==> config.mk <==
export PLATFORM = sky130hd
export DESIGN_NAME = button_click_classifier
export DESIGN_NICKNAME = d
export VERILOG_FILES = /design/src/rtl/core/bcc_pkg.sv /design/src/rtl/core/button_click_classifier.sv /design/src/rtl/core/bcc_in_stage.sv /design/src/rtl/core/bcc_classify.sv
export SDC_FILE = /design/constraint.sdc
export NUM_CORES = 1
export LEC_CHECK = 0
export ABC_CLOCK_PERIOD_IN_PS = 5500
export BUFFER_PORTS_ARGS = -buffer_cell sky130_fd_sc_hd__buf_2
export CORE_ASPECT_RATIO = 0.7
export CORE_MARGIN = 4
export CORE_UTILIZATION = 45
export CTS_CLUSTER_DIAMETER = 40
export DETAILED_ROUTE_END_ITERATION = 12
export HOLD_SLACK_MARGIN = 0.08
export PLACE_DENSITY_LB_ADDON = 0.12
export SETUP_SLACK_MARGIN = 0.5
export SLEW_MARGIN = 40
export SYNTH_ARGS = -nofsm -noshare
export SYNTH_HDL_FRONTEND = slang
export SYNTH_SLANG_ARGS = --single-unit
==> constraint.sdc <==
create_clock -name clk -period 5.5 [get_ports clk]
set_input_delay 0 -clock clk [delete_from_list [all_inputs] [get_ports clk]]
set_output_delay 0 -clock clk [all_outputs]
set_load 0.03 [all_outputs]
==> src/rtl/core/bcc_pkg.sv <==
package bcc_pkg;

  localparam int unsigned TIME_W    = 32;
  localparam int unsigned CFG_IDX_W = 8;
  localparam int unsigned CFG_DAT_W = 32;

  // Click kinds on the result channel
  localparam logic [1:0] KIND_SINGLE = 2'd0;
  localparam logic [1:0] KIND_DOUBLE = 2'd1;
  localparam logic [1:0] KIND_LONG   = 2'd2;

  // Input commands
  localparam logic CMD_POLL   = 1'b0;
  localparam logic CMD_CHANGE = 1'b1;

  // Configuration register indexes
  localparam logic [CFG_IDX_W-1:0] REG_LONG_MS    = 8'd0;
  localparam logic [CFG_IDX_W-1:0] REG_DOUBLE_MS  = 8'd1;
  localparam logic [CFG_IDX_W-1:0] REG_LONG_EN    = 8'd2;
  localparam logic [CFG_IDX_W-1:0] REG_DOUBLE_EN  = 8'd3;

  typedef struct packed {
    logic              command;
    logic              level_down;
    logic [TIME_W-1:0] now_ms;
  } bcc_item_t;

  typedef struct packed {
    logic [TIME_W-1:0] long_click_ms;
    logic [TIME_W-1:0] double_click_ms;
    logic              long_click_enable;
    logic              double_click_enable;
  } bcc_cfg_t;

  localparam logic [TIME_W-1:0] LONG_MS_RST   = 32'd1000;
  localparam logic [TIME_W-1:0] DOUBLE_MS_RST = 32'd300;

endpackage

==> src/rtl/core/button_click_classifier.sv <==
// Path: a beat accepted into the input register shows its click on out_* once
// it moves into the result register; a held result that is not taken stalls it.
// Throughput: one beat per cycle while results are taken; the input register and
// result register each take a new beat when the stage behind moves or is empty.
// Reset: rst_n is synchronous, active low; it empties both stages, clears the
// button state and loads the default thresholds with both detectors disabled.
module button_click_classifier
  import bcc_pkg::*;
(
  input  logic                 clk,
  input  logic                 rst_n,
  // input beats: poll or level change
  input  logic                 in_valid,
  output logic                 in_ready,
  input  logic                 in_command,
  input  logic                 in_level_down,
  input  logic [TIME_W-1:0]    in_now_ms,
  // result beats: one click each
  output logic                 out_valid,
  input  logic                 out_ready,
  output logic [1:0]           out_click_kind,
  // configuration writes
  input  logic                 cfg_valid,
  output logic                 cfg_ready,
  input  logic [CFG_IDX_W-1:0] cfg_index,
  input  logic [CFG_DAT_W-1:0] cfg_data
);

  bcc_item_t  in_item;
  bcc_item_t  s1_item;
  logic       s1_valid;
  logic       s1_adv;
  logic       res_valid;
  logic [1:0] res_kind;
  bcc_cfg_t   cfg_r;
  logic       out_valid_r;
  logic [1:0] out_kind_r;

  assign in_item.command    = in_command;
  assign in_item.level_down = in_level_down;
  assign in_item.now_ms     = in_now_ms;

  // Register file: writes are always taken; unknown indexes are dropped.
  assign cfg_ready = 1'b1;

  always_ff @(posedge clk) begin
    if (!rst_n) begin
      cfg_r.long_click_ms       <= LONG_MS_RST;
      cfg_r.double_click_ms     <= DOUBLE_MS_RST;
      cfg_r.long_click_enable   <= 1'b0;
      cfg_r.double_click_enable <= 1'b0;
    end else if (cfg_valid && cfg_ready) begin
      unique case (cfg_index)
        REG_LONG_MS:   cfg_r.long_click_ms       <= cfg_data[TIME_W-1:0];
        REG_DOUBLE_MS: cfg_r.double_click_ms     <= cfg_data[TIME_W-1:0];
        REG_LONG_EN:   cfg_r.long_click_enable   <= cfg_data[0];
        REG_DOUBLE_EN: cfg_r.double_click_enable <= cfg_data[0];
        default: ;
      endcase
    end
  end

  // The held beat moves on whenever the result register is free or drains
  // this cycle, whether or not it produces a click.
  assign s1_adv = s1_valid && (!out_valid_r || out_ready);

  bcc_in_stage u_in_stage (
    .clk        (clk),
    .rst_n      (rst_n),
    .in_valid   (in_valid),
    .in_ready   (in_ready),
    .in_item    (in_item),
    .advance    (s1_adv),
    .item_valid (s1_valid),
    .item       (s1_item)
  );

  bcc_classify u_classify (
    .clk       (clk),
    .rst_n     (rst_n),
    .fire      (s1_adv),
    .item      (s1_item),
    .cfg       (cfg_r),
    .res_valid (res_valid),
    .res_kind  (res_kind)
  );

  // Result register: load on advance, drop the beat once taken.
  always_ff @(posedge clk) begin
    if (!rst_n) begin
      out_valid_r <= 1'b0;
    end else if (s1_adv) begin
      out_valid_r <= res_valid;
    end else if (out_ready) begin
      out_valid_r <= 1'b0;
    end
  end

  always_ff @(posedge clk) begin
    if (s1_adv && res_valid) begin
      out_kind_r <= res_kind;
    end
  end

  assign out_valid      = out_valid_r;
  assign out_click_kind = out_kind_r;

endmodule

==> src/rtl/core/bcc_in_stage.sv <==
module bcc_in_stage
  import bcc_pkg::*;
(
  input  logic      clk,
  input  logic      rst_n,
  input  logic      in_valid,
  output logic      in_ready,
  input  bcc_item_t in_item,
  input  logic      advance,
  output logic      item_valid,
  output bcc_item_t item
);

  logic      valid_r;
  bcc_item_t item_r;

  // Take a new beat when empty or when the held one leaves this cycle
  assign in_ready   = !valid_r || advance;
  assign item_valid = valid_r;
  assign item       = item_r;

  always_ff @(posedge clk) begin
    if (!rst_n) begin
      valid_r <= 1'b0;
    end else if (in_ready) begin
      valid_r <= in_valid;
    end
  end

  always_ff @(posedge clk) begin
    if (in_valid && in_ready) begin
      item_r <= in_item;
    end
  end

endmodule

==> src/rtl/core/bcc_classify.sv <==
module bcc_classify
  import bcc_pkg::*;
(
  input  logic       clk,
  input  logic       rst_n,
  input  logic       fire,
  input  bcc_item_t  item,
  input  bcc_cfg_t   cfg,
  output logic       res_valid,
  output logic [1:0] res_kind
);

  logic [TIME_W-1:0] press_stamp_r, press_stamp_nxt;
  logic [TIME_W-1:0] release_stamp_r, release_stamp_nxt;
  logic              awaiting_r, awaiting_nxt;
  logic              consumed_r, consumed_nxt;
  logic              long_rep_r, long_rep_nxt;
  logic [TIME_W-1:0] hold_ms;
  logic [TIME_W-1:0] gap_ms;

  assign hold_ms = item.now_ms - press_stamp_r;
  assign gap_ms  = item.now_ms - release_stamp_r;

  always_comb begin
    press_stamp_nxt   = press_stamp_r;
    release_stamp_nxt = release_stamp_r;
    awaiting_nxt      = awaiting_r;
    consumed_nxt      = consumed_r;
    long_rep_nxt      = long_rep_r;
    res_valid         = 1'b0;
    res_kind          = KIND_SINGLE;
    if (item.command == CMD_CHANGE) begin
      if (item.level_down) begin
        if (awaiting_r && cfg.double_click_enable) begin
          consumed_nxt = 1'b1;
          res_valid    = 1'b1;
          res_kind     = KIND_DOUBLE;
        end else begin
          consumed_nxt = 1'b0;
        end
        press_stamp_nxt = item.now_ms;
        long_rep_nxt    = 1'b0;
        awaiting_nxt    = 1'b0;
      end else if (!consumed_r) begin
        if (cfg.double_click_enable) begin
          release_stamp_nxt = item.now_ms;
          awaiting_nxt      = 1'b1;
        end else begin
          consumed_nxt = 1'b1;
          res_valid    = 1'b1;
          res_kind     = KIND_SINGLE;
        end
      end
    end else if (item.level_down) begin
      if (cfg.long_click_enable && !long_rep_r && !consumed_r &&
          (hold_ms > cfg.long_click_ms)) begin
        long_rep_nxt = 1'b1;
        consumed_nxt = 1'b1;
        res_valid    = 1'b1;
        res_kind     = KIND_LONG;
      end
    end else begin
      long_rep_nxt = 1'b0;
      if (awaiting_r && cfg.double_click_enable && (gap_ms > cfg.double_click_ms)) begin
        awaiting_nxt = 1'b0;
        consumed_nxt = 1'b1;
        res_valid    = 1'b1;
        res_kind     = KIND_SINGLE;
      end
    end
  end

  // Advance the button state only when the held beat is consumed
  always_ff @(posedge clk) begin
    if (!rst_n) begin
      press_stamp_r   <= '0;
      release_stamp_r <= '0;
      awaiting_r      <= 1'b0;
      consumed_r      <= 1'b0;
      long_rep_r      <= 1'b0;
    end else if (fire) begin
      press_stamp_r   <= press_stamp_nxt;
      release_stamp_r <= release_stamp_nxt;
      awaiting_r      <= awaiting_nxt;
      consumed_r      <= consumed_nxt;
      long_rep_r      <= long_rep_nxt;
    end
  end

endmodule

=== Word level (Yosys, flattened, before mapping) ===
Index checks and enable logic that the tools add are counted.
Widths: inputs -> output; s select.

* $add $sub $neg: 2
* $lt $le $gt $ge: 2
* Equality and inequality tests: 8
* Multiplexer cells: 30
* Bitwise operators: 2
* Reduce and logical (&&, ||, !) cells: 27

{| class="wikitable"
|+ Operators with widths
! kind !! number
|-
| $gt 32x32->1 || 2
|-
| $sub 32x32->32 || 2
|-
| $mux 1 || 27
|-
| $eq 8x2->1 const B || 2
|-
| $reduce_and 5->1 || 2
|-
| $reduce_and 3->1 || 3
|-
| $eq 8x1->1 const B || 1
|-
| $logic_and 1x1->1 || 8
|-
| $logic_not 8->1 || 1
|-
| $reduce_and 2->1 || 4
|-
| $mux 2 || 3
|-
| $ne 3x3->1 const B || 2
|-
| $logic_not 1->1 || 4
|-
| $reduce_bool 2->1 || 2
|-
| $ne 3x1->1 const B || 1
|-
| $reduce_bool 3->1 || 1
|-
| $logic_or 1x1->1 || 2
|-
| $ne 2x1->1 const B || 1
|-
| $ne 2x2->1 const B || 1
|-
| $not 1->1 || 2
|}

* Register bits: 171
* Output and inout port bits: 5
* Word-level logic and storage cells: 86

=== Longest topological paths before layout ===
Gate-level depths: netlist of the first run.

* Depth after elaboration: 8
* Mapped depth: 21
* Gate-level depth less buffers: 21

=== By module ===
Synthesis of the first run repeated with hierarchy kept, for this count alone.

* Cell total of the unflattened synthesis: 1,296
* Area, all modules: 11,173.2 um^2

{| class="wikitable"
|+ Modules (own cells, without submodules)
! module !! instances !! cells each !! area each (um^2) !! seq. area each (um^2)
|-
| bcc_classify || 1 || 989 || 7,383.3 || 1,341.3
|-
| button_click_classifier || 1 || 268 || 2,711.4 || 1,401.3
|-
| bcc_in_stage || 1 || 39 || 1,078.5 || 1,041.0
|}

=== Worst setup path before layout of the first run ===
OpenSTA, ideal clock, no wires.

* Path type: register to register
* Start: register u_in_stage.item_r, in the netlist u_in_stage.item[0]
* End: register out_kind_r[0], in the netlist out_click_kind[0], enable pin
* Library setup time: 0.251 ns
* Arrival: 4.349 ns
* Slack: 0.900 ns
* Stages on the path, launching flop included: 22
* Path buffers: 0
* Cell sequence: edfxtp_1 inv_1 ha_1 inv_1 fa_1 a2111oi_2 or4_4 a211o_1 a21boi_2 o21ai_2 a21oi_2 nor2_1 xnor2_1 ha_1 and3_1 a221o_1 a221oi_1 o21ai_0 o21a_1 a311o_1 a41oi_2 nor2_1

* Longest elaborated chain between the ends: 7

{| class="wikitable"
|+ RTL lines
! item !! line !! text
|-
| start, declared || bcc_in_stage.sv:15 || <nowiki>bcc_item_t item_r;</nowiki>
|-
| start signal, assigned || bcc_in_stage.sv:32 || <nowiki>item_r <= in_item;</nowiki>
|-
| $sub 32x32->32, on equally long branches || bcc_classify.sv:22, bcc_classify.sv:21 ||
|-
| $gt 32x32->1, on equally long branches || bcc_classify.sv:64, bcc_classify.sv:56 ||
|-
| $logic_and 1x1->1, on equally long branches || bcc_classify.sv:64, bcc_classify.sv:55 ||
|-
| $mux 1, on equally long branches || bcc_classify.sv:64, bcc_classify.sv:55 ||
|-
| $mux 1 (*) || bcc_classify.sv:54 || <nowiki>end else if (item.level_down) begin</nowiki>
|-
| $mux 1 (*) || bcc_classify.sv:32 || <nowiki>if (item.command == CMD_CHANGE) begin</nowiki>
|-
| $logic_and 1x1->1 (*) || button_click_classifier.sv:100 || <nowiki>if (s1_adv && res_valid) begin</nowiki>
|-
| end signal, assigned || button_click_classifier.sv:101 || <nowiki>out_kind_r <= res_kind;</nowiki>
|-
| end, declared || button_click_classifier.sv:37 || <nowiki>logic [1:0] out_kind_r;</nowiki>
|}

Mark *: on every way between the ends. The rest lies on a longest branch, timed or not.
A chain may end at the register's enable or synchronous reset.

=== Final worst setup path of the first run ===
Same ends and word-level chain as after synthesis.

==> results.json, run 1 <==
{
  "status": "finished clean",
  "count_of_flip_flops_with_a_built_in_enable_after_synthesis": 36,
  "mostFrequentLayoutCell": "sky130_fd_sc_hd__nand2_1",
  "maxCapViolations": 0,
  "antenna-diode-count": 0,
  "rsz0062_at_grt": "no",
  "synthTopCellsByArea": "sky130_fd_sc_hd__dfxtp_1, sky130_fd_sc_hd__ha_1, sky130_fd_sc_hd__nand2_1, sky130_fd_sc_hd__edfxtp_1, sky130_fd_sc_hd__a21oi_1",
  "highest_ir_drop_seen_on_vdd_uv": 218,
  "postSynthCellCount": 1397,
  "post-synth-top-area-cell": "sky130_fd_sc_hd__dfxtp_1",
  "largest_fanout_on_the_critical_path": 4,
  "crit_required_ns": 5.66,
  "finalHoldViolCount": 0,
  "postSynthNetCount": 1604,
  "layout_common_cells": "sky130_fd_sc_hd__nand2_1, sky130_fd_sc_hd__a21oi_1, sky130_fd_sc_hd__inv_1",
  "wl_per_cell_um": 17.5,
  "synth_async_sr_flop_share_pct": 0,
  "path_type_of_the_worst_setup_path": "reg2reg",
  "holdCritPathClass": "in2reg",
  "finalWorstSetupSlack_ns": 0.671,
  "synth_seq_area_share_pct": 34.3,
  "die_width_um": 195,
  "number_of_antenna_violations_at_the_first_check_in_global_routing": 0,
  "final.period_utilization_pct": 87.8,
  "gpl.final_weighted_congestion": 0.899,
  "final_period_minus_worst_setup_slack_ns": 4.83,
  "pin_count": 84,
  "cts.sinks": 171,
  "worstPathArrival_ns": 4.99,
  "worstSetupEndpointType": "register",
  "cp_launch_type": "register",
  "route.final.wire_length_um": 32800,
  "h-tree-depth": 4,
  "netlist_area_sq_um": 11000,
  "yosysTopAreaCellShare_pct": 24.5,
  "coreArea_sq_um": 23900,
  "first_global_vias": 9447,
  "drt_pass1_iterations": 5,
  "tritoncts.num_buffers": 17,
  "clk_root_buffer_cell": "sky130_fd_sc_hd__clkbuf_16",
  "fp.dieArea_sq_um": 27100,
  "gr-usage-all-layers_pct": 24.2,
  "drt_first_iter_violations": 776,
  "die_h_um": 139,
  "ys_dominant_reg_cell": "sky130_fd_sc_hd__dfxtp_1",
  "cellLeakagePower_nw": 5.05,
  "p_per_area_nw_per_um2": 244,
  "layout-area-overhead-vs-synth_pct": 21.2,
  "worst_slew_pin_slew_ns": 0.844,
  "report.final.slew_viol_count": 0,
  "power_consumption_mw": 3.26,
  "postSynthAreaPerCell_sq_um": 7.89,
  "drt.antenna.violating_nets": 0,
  "via_count": 10200,
  "timing.slew.headroom_pct": 43.7,
  "placement_rows": 47,
  "maximum_frequency_from_static_timing_analysis_mhz": 207,
  "initial_core_util_pct": 46.2,
  "portBuffers": 82,
  "final_nets": 1756,
  "finalClockSkew_ns": 0.0112,
  "timing.hold.ws_ns": 0.253,
  "placed_wire_length_estimate_after_detailed_placement_um": 23800,
  "final.setup.tns_ns": 0,
  "final_layout_size_suffix_gt1_share_pct": 10.6,
  "ys_warn_count": 0,
  "clkTransAtPathRegs_ns": 0.07,
  "synth_cell_type_count": 69,
  "finalSetupViolations": 0,
  "grt_pass1_wl_um": 52100,
  "grt_start_max_net_pins": 87,
  "drcViolationCount": 0,
  "grt_remaining_overflow": 0,
  "cts.path.max_buffers": 2,
  "clk_latency_ns": 0.45,
  "vias_per_cell": 5.41,
  "tritoncts": "yes",
  "synth_seq_cells": 171,
  "pre_cts_ws_ns": 0.462
}
## where the power goes
| group | switching [mW] | internal (mW) |
|---|---|---|
| sequential | 0.0256 | 1.30 |
| clock | 0.540 | 0.766 |
| combinational | 0.353 | 0.273 |
## stage by stage
step | instances | util [%] | cell area [sq um]
2_1_floorplan | 1397 | - | 11000
3_3_place_gp | 1756 | 49.1 | 11700
3_5_place_dp | 1757 | 49.2 | 11800
4_1_cts | 1872 | 55.5 | 13200
5_1_grt | 1880 | 56.0 | 13400
6_report | 1880 | 56.0 | 13400
## cells in the mapped netlist, types with 8 or more instances
cell type	n
sky130_fd_sc_hd__xnor2_1	28
sky130_fd_sc_hd__nand4_1	18
sky130_fd_sc_hd__xor2_1	17
sky130_fd_sc_hd__a21oi_1	182
sky130_fd_sc_hd__a31oi_1	8
sky130_fd_sc_hd__nand2b_1	10
sky130_fd_sc_hd__o21ai_0	35
sky130_fd_sc_hd__dfxtp_1	135
sky130_fd_sc_hd__nor2_1	60
sky130_fd_sc_hd__inv_1	147
sky130_fd_sc_hd__nand3_1	22
sky130_fd_sc_hd__nor3_1	21
sky130_fd_sc_hd__o211ai_1	18
sky130_fd_sc_hd__nand2_1	290
sky130_fd_sc_hd__o21a_1	15
sky130_fd_sc_hd__edfxtp_1	36
sky130_fd_sc_hd__clkbuf_1	42
sky130_fd_sc_hd__a21o_1	54
sky130_fd_sc_hd__ha_1	126
sky130_fd_sc_hd__nor2b_1	16
sky130_fd_sc_hd__a211oi_1	8
## area by class of cell
type                       count  area [sq um]
clock buffer                  25           529
clock inverter                 7          98.8
fill                        2253         10500
inverter                     148           557
multi-input combinational   1027          6590
sequential                   171          3780
tap                          318           398
timing repair buffer         184          1410
## kinds of logic after synthesis
kind of cell,synth area share [%]
simple gates,18.9
compound gates,21.2
buf+inv,6.93
flops,34.3
fa+ha+maj,14.7
xor+xnor,3.58
mux,0.386
other cells,0.0340
## sequential cells by signal (all words and copies together) (netlist names)
| name | flops |
|---|---|
| u_classify.release_stamp_r | 32 |
| out_click_kind | 2 |
| u_classify.press_stamp_r | 32 |
| u_in_stage.item | 34 |
| u_in_stage.item_valid | 1 |
| out_valid | 1 |
| cfg_r | 66 |
| u_classify.awaiting_r | 1 |
| u_classify.long_rep_r | 1 |
| u_classify.consumed_r | 1 |
## worst paths after layout
kind	from	to	slack, ns	cells after the start
setup reg to reg	u_in_stage.item[0]	out_click_kind[0]	0.67	19
setup / recovery	u_in_stage.item[0]	out_click_kind[0]	0.67	19
hold / removal	in_now_ms[19]	u_in_stage.item[19]	0.25	2
hold reg to reg	u_classify.release_stamp_r[19]	u_classify.release_stamp_r[19]	0.45	2
## worst max-delay path, stage by stage, from the launching register on
cell and delay [ns]:
sky130_fd_sc_hd__edfxtp_1 0.39, sky130_fd_sc_hd__inv_1 0.09, sky130_fd_sc_hd__ha_1 0.17, sky130_fd_sc_hd__inv_1 0.05, sky130_fd_sc_hd__fa_1 0.39, sky130_fd_sc_hd__a21o_1 0.23, sky130_fd_sc_hd__a21oi_2 0.20, sky130_fd_sc_hd__nor2b_1 0.11
sky130_fd_sc_hd__o211ai_1 0.18, sky130_fd_sc_hd__buf_4 0.16, sky130_fd_sc_hd__a21oi_2 0.08, sky130_fd_sc_hd__o41ai_2 0.48, sky130_fd_sc_hd__o211ai_1 0.29, sky130_fd_sc_hd__ha_1 0.36, sky130_fd_sc_hd__nand4_1 0.14, sky130_fd_sc_hd__or4_1 0.56
sky130_fd_sc_hd__o211ai_1 0.14, sky130_fd_sc_hd__a21o_1 0.16, sky130_fd_sc_hd__a41oi_2 0.18, sky130_fd_sc_hd__nor2_2 0.17
## layer usage
| metal | part of all wire, % | GRT usage, % | vias up |
|---|---|---|---|
| li1 | - | - | 5114 |
| met2 | 37 | 31.7 | 319 |
| met5 | 0 | 0 | - |
| met3 | 7.6 | 4.91 | 33 |
| met1 | 54 | 39.6 | 4702 |
| met4 | 1.4 | 5.58 | 0 |
## repair_timing
item                                    4_1_cts  5_1_grt
pin swaps                                     3       13
hold buffers                                 82        0
resized for setup                             8       15
setup buffers                                 1        8
endpoints found under the hold margin       103        0
endpoints found under the setup margin        2        5
Note: power is estimated with default switching activity, not from simulation.
==> run 2, diff against run 1 <==
--- a/config.mk
+++ b/config.mk
@@ -5,6 +5,7 @@
 export SDC_FILE = /design/constraint.sdc
 export NUM_CORES = 1
 export LEC_CHECK = 0
+export ABC_AREA = 1
 export ABC_CLOCK_PERIOD_IN_PS = 5500
 export BUFFER_PORTS_ARGS = -buffer_cell sky130_fd_sc_hd__buf_2
 export CORE_ASPECT_RATIO = 0.7
==> run 2 against run 1 <==
Critical path type unchanged. Sequential cell count did not move. Clock skew is 0.0033 ns higher. Critical endpoint unchanged. Die area fell by 0.83%. Clock power fell by 9.9%. Utilization shrank 1.4 points.
==> results.json, run 2 <==
{
  "path_type_of_the_worst_setup_path": "reg2reg",
  "cts.sinks": 171,
  "finalClockSkew_ns": 0.0145,
  "tritoncts.num_buffers": 17,
  "maxCapViolations": 0,
  "postPlaceCellArea_sq_um": 11600,
  "grt_remaining_overflow": 0,
  "worstReg2RegStart": "u_in_stage.item[0]",
  "synth_cell_type_count": 43,
  "h-tree-depth": 4,
  "pin_count": 84,
  "ys_dominant_reg_cell": "sky130_fd_sc_hd__dfxtp_1",
  "synth_seq_area_share_pct": 34.6,
  "postSynthCellCount": 1444,
  "first_global_vias": 9179,
  "yosysTopAreaCellShare_pct": 24.7,
  "final.period_utilization_pct": 73.8,
  "grt_start_max_net_pins": 74,
  "synth.top_cells.by_count": "sky130_fd_sc_hd__a21oi_1, sky130_fd_sc_hd__inv_1, sky130_fd_sc_hd__nand2_1, sky130_fd_sc_hd__o21ai_0, sky130_fd_sc_hd__dfxtp_1",
  "gr-usage-all-layers_pct": 22.6,
  "antenna-diode-count": 0,
  "placement_rows": 47,
  "count_of_flip_flops_with_a_built_in_enable_after_synthesis": 36,
  "synthTopCellsByArea": "sky130_fd_sc_hd__dfxtp_1, sky130_fd_sc_hd__ha_1, sky130_fd_sc_hd__a21oi_1, sky130_fd_sc_hd__edfxtp_1, sky130_fd_sc_hd__inv_1",
  "postSynthNetCount": 1651,
  "placed_wire_length_estimate_after_detailed_placement_um": 23700,
  "cts-resized-gates": 0,
  "clkTransAtPathRegs_ns": 0.07,
  "number_of_antenna_violations_at_the_first_check_in_global_routing": 0,
  "ys_warn_count": 0,
  "report.final.slew_viol_count": 0,
  "mostFrequentLayoutCell": "sky130_fd_sc_hd__a21oi_1",
  "critPathLaunch": "u_in_stage.item[0]",
  "layout-area-overhead-vs-synth_pct": 18.6,
  "final_layout_size_suffix_gt1_share_pct": 8.48,
  "largest_register_ffs": 66,
  "coreArea_sq_um": 23800,
  "tritoncts": "yes",
  "synth_seq_cells": 171,
  "pre_cts_ws_ns": 1.50,
  "final.setup.tns_ns": 0,
  "wl_per_cell_um": 16.0,
  "rsz0062_at_grt": "no",
  "status": "finished clean",
  "finalSetupViolations": 0,
  "numPlacedInstances": 1807,
  "postSynthAreaPerCell_sq_um": 7.56,
  "timing.slew.headroom_pct": 53.4,
  "post-route-cell-area_sq_um": 13000,
  "drt.antenna.violating_nets": 0,
  "post-synth-top-area-cell": "sky130_fd_sc_hd__dfxtp_1",
  "die_h_um": 138,
  "initial_core_util_pct": 46.0,
  "largest_fanout_on_the_critical_path": 5,
  "hold_wc_startpoint": "in_now_ms[13]",
  "portBuffers": 82,
  "power_consumption_mw": 3.21,
  "p_per_area_nw_per_um2": 248,
  "max_flop_register": "cfg_r",
  "netlist_area_sq_um": 10900,
  "cp_launch_type": "register",
  "crit_required_ns": 5.66,
  "clk_latency_ns": 0.45,
  "post_layout_nonfiller_instances": 1921,
  "route.final.wire_length_um": 30800,
  "maximum_frequency_from_static_timing_analysis_mhz": 246,
  "via_count": 10000,
  "cts.path.max_buffers": 2,
  "holdCritPathClass": "in2reg",
  "cellLeakagePower_nw": 5.34,
  "worstSetupEndpointType": "register",
  "worst_slew_pin_slew_ns": 0.695,
  "final_nets": 1797,
  "gpl.final_weighted_congestion": 0.968,
  "finalWorstSetupSlack_ns": 1.44,
  "grt_pass1_wl_um": 48900,
  "layout_common_cells": "sky130_fd_sc_hd__a21oi_1, sky130_fd_sc_hd__inv_1, sky130_fd_sc_hd__nand2_1",
  "worstPathArrival_ns": 4.21,
  "fp.dieArea_sq_um": 26900,
  "vias_per_cell": 5.21,
  "finalHoldViolCount": 0,
  "drcViolationCount": 0,
  "drt_pass1_iterations": 6,
  "filler_cell_count": 2315,
  "drt_first_iter_violations": 801,
  "clk_root_buffer_cell": "sky130_fd_sc_hd__clkbuf_16",
  "highest_ir_drop_seen_on_vdd_uv": 231,
  "synth_async_sr_flop_share_pct": 0,
  "synth.most_common_cell": "sky130_fd_sc_hd__a21oi_1",
  "die_width_um": 194,
  "final_period_minus_worst_setup_slack_ns": 4.06
}
==> run 2: cell count changes in the layout (fill, tap and decap cells not counted), sizes merged, moves of 16 or more <==
cell | previous run | this run
xor2 | 17 | 37
nand2 | 290 | 205
o21ai | 37 | 172
a21oi | 183 | 220
buf | 102 | 85
inv | 149 | 222
nor2 | 60 | 102
a21o | 55 | 9
nor2b | 16 | 0
==> run 2: final timing paths <==
path	slack [ns]	cells after the start	endpoint
setup / recovery	1.44	23	out_click_kind[0]
hold / removal	0.26	2	u_in_stage.item[13]
setup reg to reg	1.44	23	out_click_kind[0]
hold reg to reg	0.46	2	u_classify.press_stamp_r[27]
==> run 2: critical path: stages (launching register included) <==
cell and delay [ns]:
sky130_fd_sc_hd__edfxtp_1 0.38, sky130_fd_sc_hd__inv_1 0.11, sky130_fd_sc_hd__ha_1 0.16, sky130_fd_sc_hd__inv_1 0.06, sky130_fd_sc_hd__fa_1 0.39, sky130_fd_sc_hd__nand3_1 0.10
sky130_fd_sc_hd__nand3_1 0.19, sky130_fd_sc_hd__nand2_1 0.12, sky130_fd_sc_hd__a21oi_1 0.15, sky130_fd_sc_hd__nand3_1 0.11, sky130_fd_sc_hd__nand3_1 0.19, sky130_fd_sc_hd__a31oi_1 0.23
sky130_fd_sc_hd__xor2_1 0.33, sky130_fd_sc_hd__ha_1 0.19, sky130_fd_sc_hd__nand2_1 0.07, sky130_fd_sc_hd__nor2_1 0.15, sky130_fd_sc_hd__nand2_1 0.11, sky130_fd_sc_hd__nor2_1 0.17
sky130_fd_sc_hd__nand2_1 0.07, sky130_fd_sc_hd__nand2_1 0.05, sky130_fd_sc_hd__nand2_1 0.08, sky130_fd_sc_hd__nand2_1 0.13, sky130_fd_sc_hd__nand4_1 0.13, sky130_fd_sc_hd__inv_1 0.10
==> run 2: routing by layer <==
metal / GRT usage [%] / vias up / part of all wire (%)
li1: - / 5153 / -
met5: 0 / - / 0
met3: 3.99 / 16 / 6.4
met4: 4.84 / 0 / 0.86
met1: 37.6 / 4552 / 55
met2: 29.7 / 297 / 37
==> run 2: layout make-up <==
class	count	area, sq um	share of cell area [%]
multi-input cells	1015	6130	47.4
flip-flops and latches	171	3780	29.2
repair buffers	167	1260	9.70
inverters	218	821	6.34
clock buffers	20	447	3.45
well taps	318	398	3.07
clock inverters	12	114	0.879
==> run 2: cell families (layout without fill, tap and decap cells) <==
kind of cell / after synthesis / after routing / share of synthesized area, %
adders and majority gates: 128 / 128 / 14.8
other: 1 / 1 / 0.0343
and+or+nand+nor: 381 / 381 / 14.5
buffers and inverters: 258 / 417 / 9.34
AOI/OAI and AO/OA: 449 / 449 / 22.2
DFF: 171 / 171 / 34.6
xor gates and xnor gates: 56 / 56 / 4.49
==> run 2: power breakdown <==
| group | internal, mW | switching (mW) | total, mW | leakage [nW] |
|---|---|---|---|---|
| combinational | 0.275 | 0.425 | 0.701 | 3.63 |
| sequential | 1.31 | 0.0235 | 1.33 | 1.44 |
| clock | 0.640 | 0.535 | 1.18 | 0.268 |
==> run 2: metrics by stage <==
step / utilization (%) / hold WS, ns
floorplan: - / 0.0989
global placement: 48.7 / 0.176
detailed placement: 48.7 / 0.178
CTS: 54.5 / 0.234
global route: 54.5 / 0.245
finish: 54.5 / 0.259
==> run 2: repair_timing <==
| action | in CTS | in global routing |
|---|---|---|
| endpoints found under the hold margin | 120 | 0 |
| hold buffers | 82 | 0 |
| setup endpoints to repair | 0 | 0 |
| setup buffers | 0 | 0 |
==> run 3, diff against run 2 <==
--- a/config.mk
+++ b/config.mk
@@ -6,7 +6,7 @@
 export NUM_CORES = 1
 export LEC_CHECK = 0
 export ABC_AREA = 1
-export ABC_CLOCK_PERIOD_IN_PS = 5500
+export ABC_CLOCK_PERIOD_IN_PS = 4000
 export BUFFER_PORTS_ARGS = -buffer_cell sky130_fd_sc_hd__buf_2
 export CORE_ASPECT_RATIO = 0.7
 export CORE_MARGIN = 4
==> constraint.sdc (replaced) <==
create_clock -name clk -period 4 [get_ports clk]
set_input_delay 0 -clock clk [delete_from_list [all_inputs] [get_ports clk]]
set_output_delay 0 -clock clk [all_outputs]
set_load 0.03 [all_outputs]
==> run 3 against run 2 <==
Worst hold slack worse by 0.074 ns. Critical path depth fell by 3. Sequential cell count did not move. Sequential share of layout area decreased by 2.2 points. Setup slack lost 1.1 ns. Clock skew about the same. Final cell count grew 1.6%. Register-to-register slack got worse by 1.1 ns. Via count up 2.0%. Critical path type unchanged.
==> results.json, run 3 (synthesis gave the netlist of run 2 again) <==
{
  "vias_per_cell": 5.24,
  "post_layout_nonfiller_instances": 1952,
  "maximum_frequency_from_static_timing_analysis_mhz": 274,
  "final.period_utilization_pct": 91.4,
  "via_count": 10200,
  "cp_launch_type": "register",
  "cellLeakagePower_nw": 5.61,
  "report.final.slew_viol_count": 0,
  "worst_slew_pin_slew_ns": 0.606,
  "finalWorstSetupSlack_ns": 0.344,
  "clk_latency_ns": 0.45,
  "slowest_stage": "sky130_fd_sc_hd__edfxtp_1",
  "numPlacedInstances": 1814,
  "finalClockSkew_ns": 0.0147,
  "p_per_area_nw_per_um2": 327,
  "crit_required_ns": 4.15,
  "worstSetupEndpointType": "register",
  "clk_root_buffer_cell": "sky130_fd_sc_hd__clkbuf_16",
  "initial_core_util_pct": 46.0,
  "number_of_antenna_violations_at_the_first_check_in_global_routing": 0,
  "cts.sinks": 171,
  "pre_cts_ws_ns": -0.0386,
  "worstReg2RegStart": "u_in_stage.item[27]",
  "cpMostUsedCell": "sky130_fd_sc_hd__nand2_1",
  "final_layout_size_suffix_gt1_share_pct": 17.9,
  "crit_path_cell_trace": "ha_1 > nand2_1 > nor3_1 > nor3b_1 > nand2_2 > inv_1 > nor2_1 > nand2_1 > nand2_1 > ha_1 > nand2_1 > nor2_2 > nand2_2 > a21oi_2 > nor2_2 > nand2_1 > nand2_1 > nand2_2 > nand4_1 > inv_1",
  "portBuffers": 82,
  "filler_cell_count": 2201,
  "drt.antenna.violating_nets": 0,
  "cts.path.max_buffers": 2,
  "grt_remaining_overflow": 0,
  "first_global_vias": 9275,
  "gr-usage-all-layers_pct": 23.0,
  "layout-area-overhead-vs-synth_pct": 28.4,
  "timing.slew.headroom_pct": 59.6,
  "pin_count": 84,
  "final_util_pct": 59.0,
  "mostFrequentLayoutCell": "sky130_fd_sc_hd__inv_1",
  "grt_pass1_wl_um": 49500,
  "maxCapViolations": 0,
  "final_period_minus_worst_setup_slack_ns": 3.66,
  "drt_first_iter_violations": 716,
  "post-route-cell-area_sq_um": 14000,
  "multi_input_comb_area_sq_um": 6950,
  "critPathLaunch": "u_in_stage.item[27]",
  "status": "finished clean",
  "die_width_um": 194,
  "placement_rows": 47,
  "fp.dieArea_sq_um": 26900,
  "clkTransAtPathRegs_ns": 0.07,
  "route.final.wire_length_um": 31900,
  "final_nets": 1828,
  "h-tree-depth": 4,
  "power_consumption_mw": 4.59,
  "path_type_of_the_worst_setup_path": "reg2reg",
  "hold_wc_startpoint": "cfg_index[2]",
  "rsz0062_at_grt": "yes",
  "antenna-diode-count": 0,
  "largest_register_ffs": 66,
  "die_h_um": 138,
  "worstPathArrival_ns": 3.81,
  "layout_common_cells": "sky130_fd_sc_hd__inv_1, sky130_fd_sc_hd__a21oi_1, sky130_fd_sc_hd__nand2_1",
  "timing.hold.ws_ns": 0.184,
  "postPlaceCellArea_sq_um": 11600,
  "gpl.final_weighted_congestion": 0.926,
  "tritoncts": "yes",
  "finalHoldViolCount": 0,
  "critPathMaxStageDelay_ns": 0.49,
  "grt_start_max_net_pins": 86,
  "coreArea_sq_um": 23800,
  "placed_wire_length_estimate_after_detailed_placement_um": 23600,
  "drcViolationCount": 0,
  "drt_pass1_iterations": 5,
  "wl_per_cell_um": 16.3,
  "max_flop_register": "cfg_r",
  "tritoncts.num_buffers": 17,
  "largest_fanout_on_the_critical_path": 4,
  "sequential_cell_area_in_the_final_layout_sq_um": 3780,
  "highest_ir_drop_seen_on_vdd_uv": 316,
  "final.setup.tns_ns": 0,
  "finalSetupViolations": 0,
  "holdCritPathClass": "in2reg"
}
## run 3: report_power, final
group	internal (mW)	switching, mW
registers	1.80	0.0378
logic	0.464	0.649
clock network	0.899	0.741
total	3.16	1.43
## run 3: timing repair
action	CTS	global route
pin swaps	31	28
endpoints found under the setup margin	7	7
resized for setup	83	78
endpoints found under the hold margin	102	31
setup buffers	11	14
hold buffers	79	1
## run 3: layout make-up
cell class | count | area share (%)
timing repair buffer | 198 | 10.7
sequential | 171 | 27.0
clock inverter | 12 | 0.812
clock buffer | 20 | 3.27
multi-input combinational | 1015 | 49.5
inverter | 218 | 5.85
tap | 318 | 2.84
## run 3: worst paths after layout
| kind | endpoint | slack, ns | depth (start not counted) |
|---|---|---|---|
| setup / recovery | out_click_kind[1] | 0.34 | 20 |
| hold / removal | cfg_r[0] | 0.18 | 6 |
| setup reg to reg | out_click_kind[1] | 0.34 | 20 |
| hold reg to reg | u_classify.press_stamp_r[0] | 0.45 | 2 |
## run 3: critical path, delay by kind of cell (launching register included)
kind                     cells  cell delay [ns]
adder cells (fa/ha/maj)      2             0.72
buffers and inverters        2             0.19
flip-flops                   1             0.49
AND/OR/NAND/NOR             15             1.80
AO/OA/AOI/OAI                1             0.14
## run 3: metal layers
layer  vias to the layer above  GRT usage (%)  share of wire [%]
met3                        21           4.82                7.1
met4                         0           4.36               0.93
met1                      4688           38.0                 54
li1                       5210              -                  -
met2                       301           30.3                 38
met5                         -              0                  0
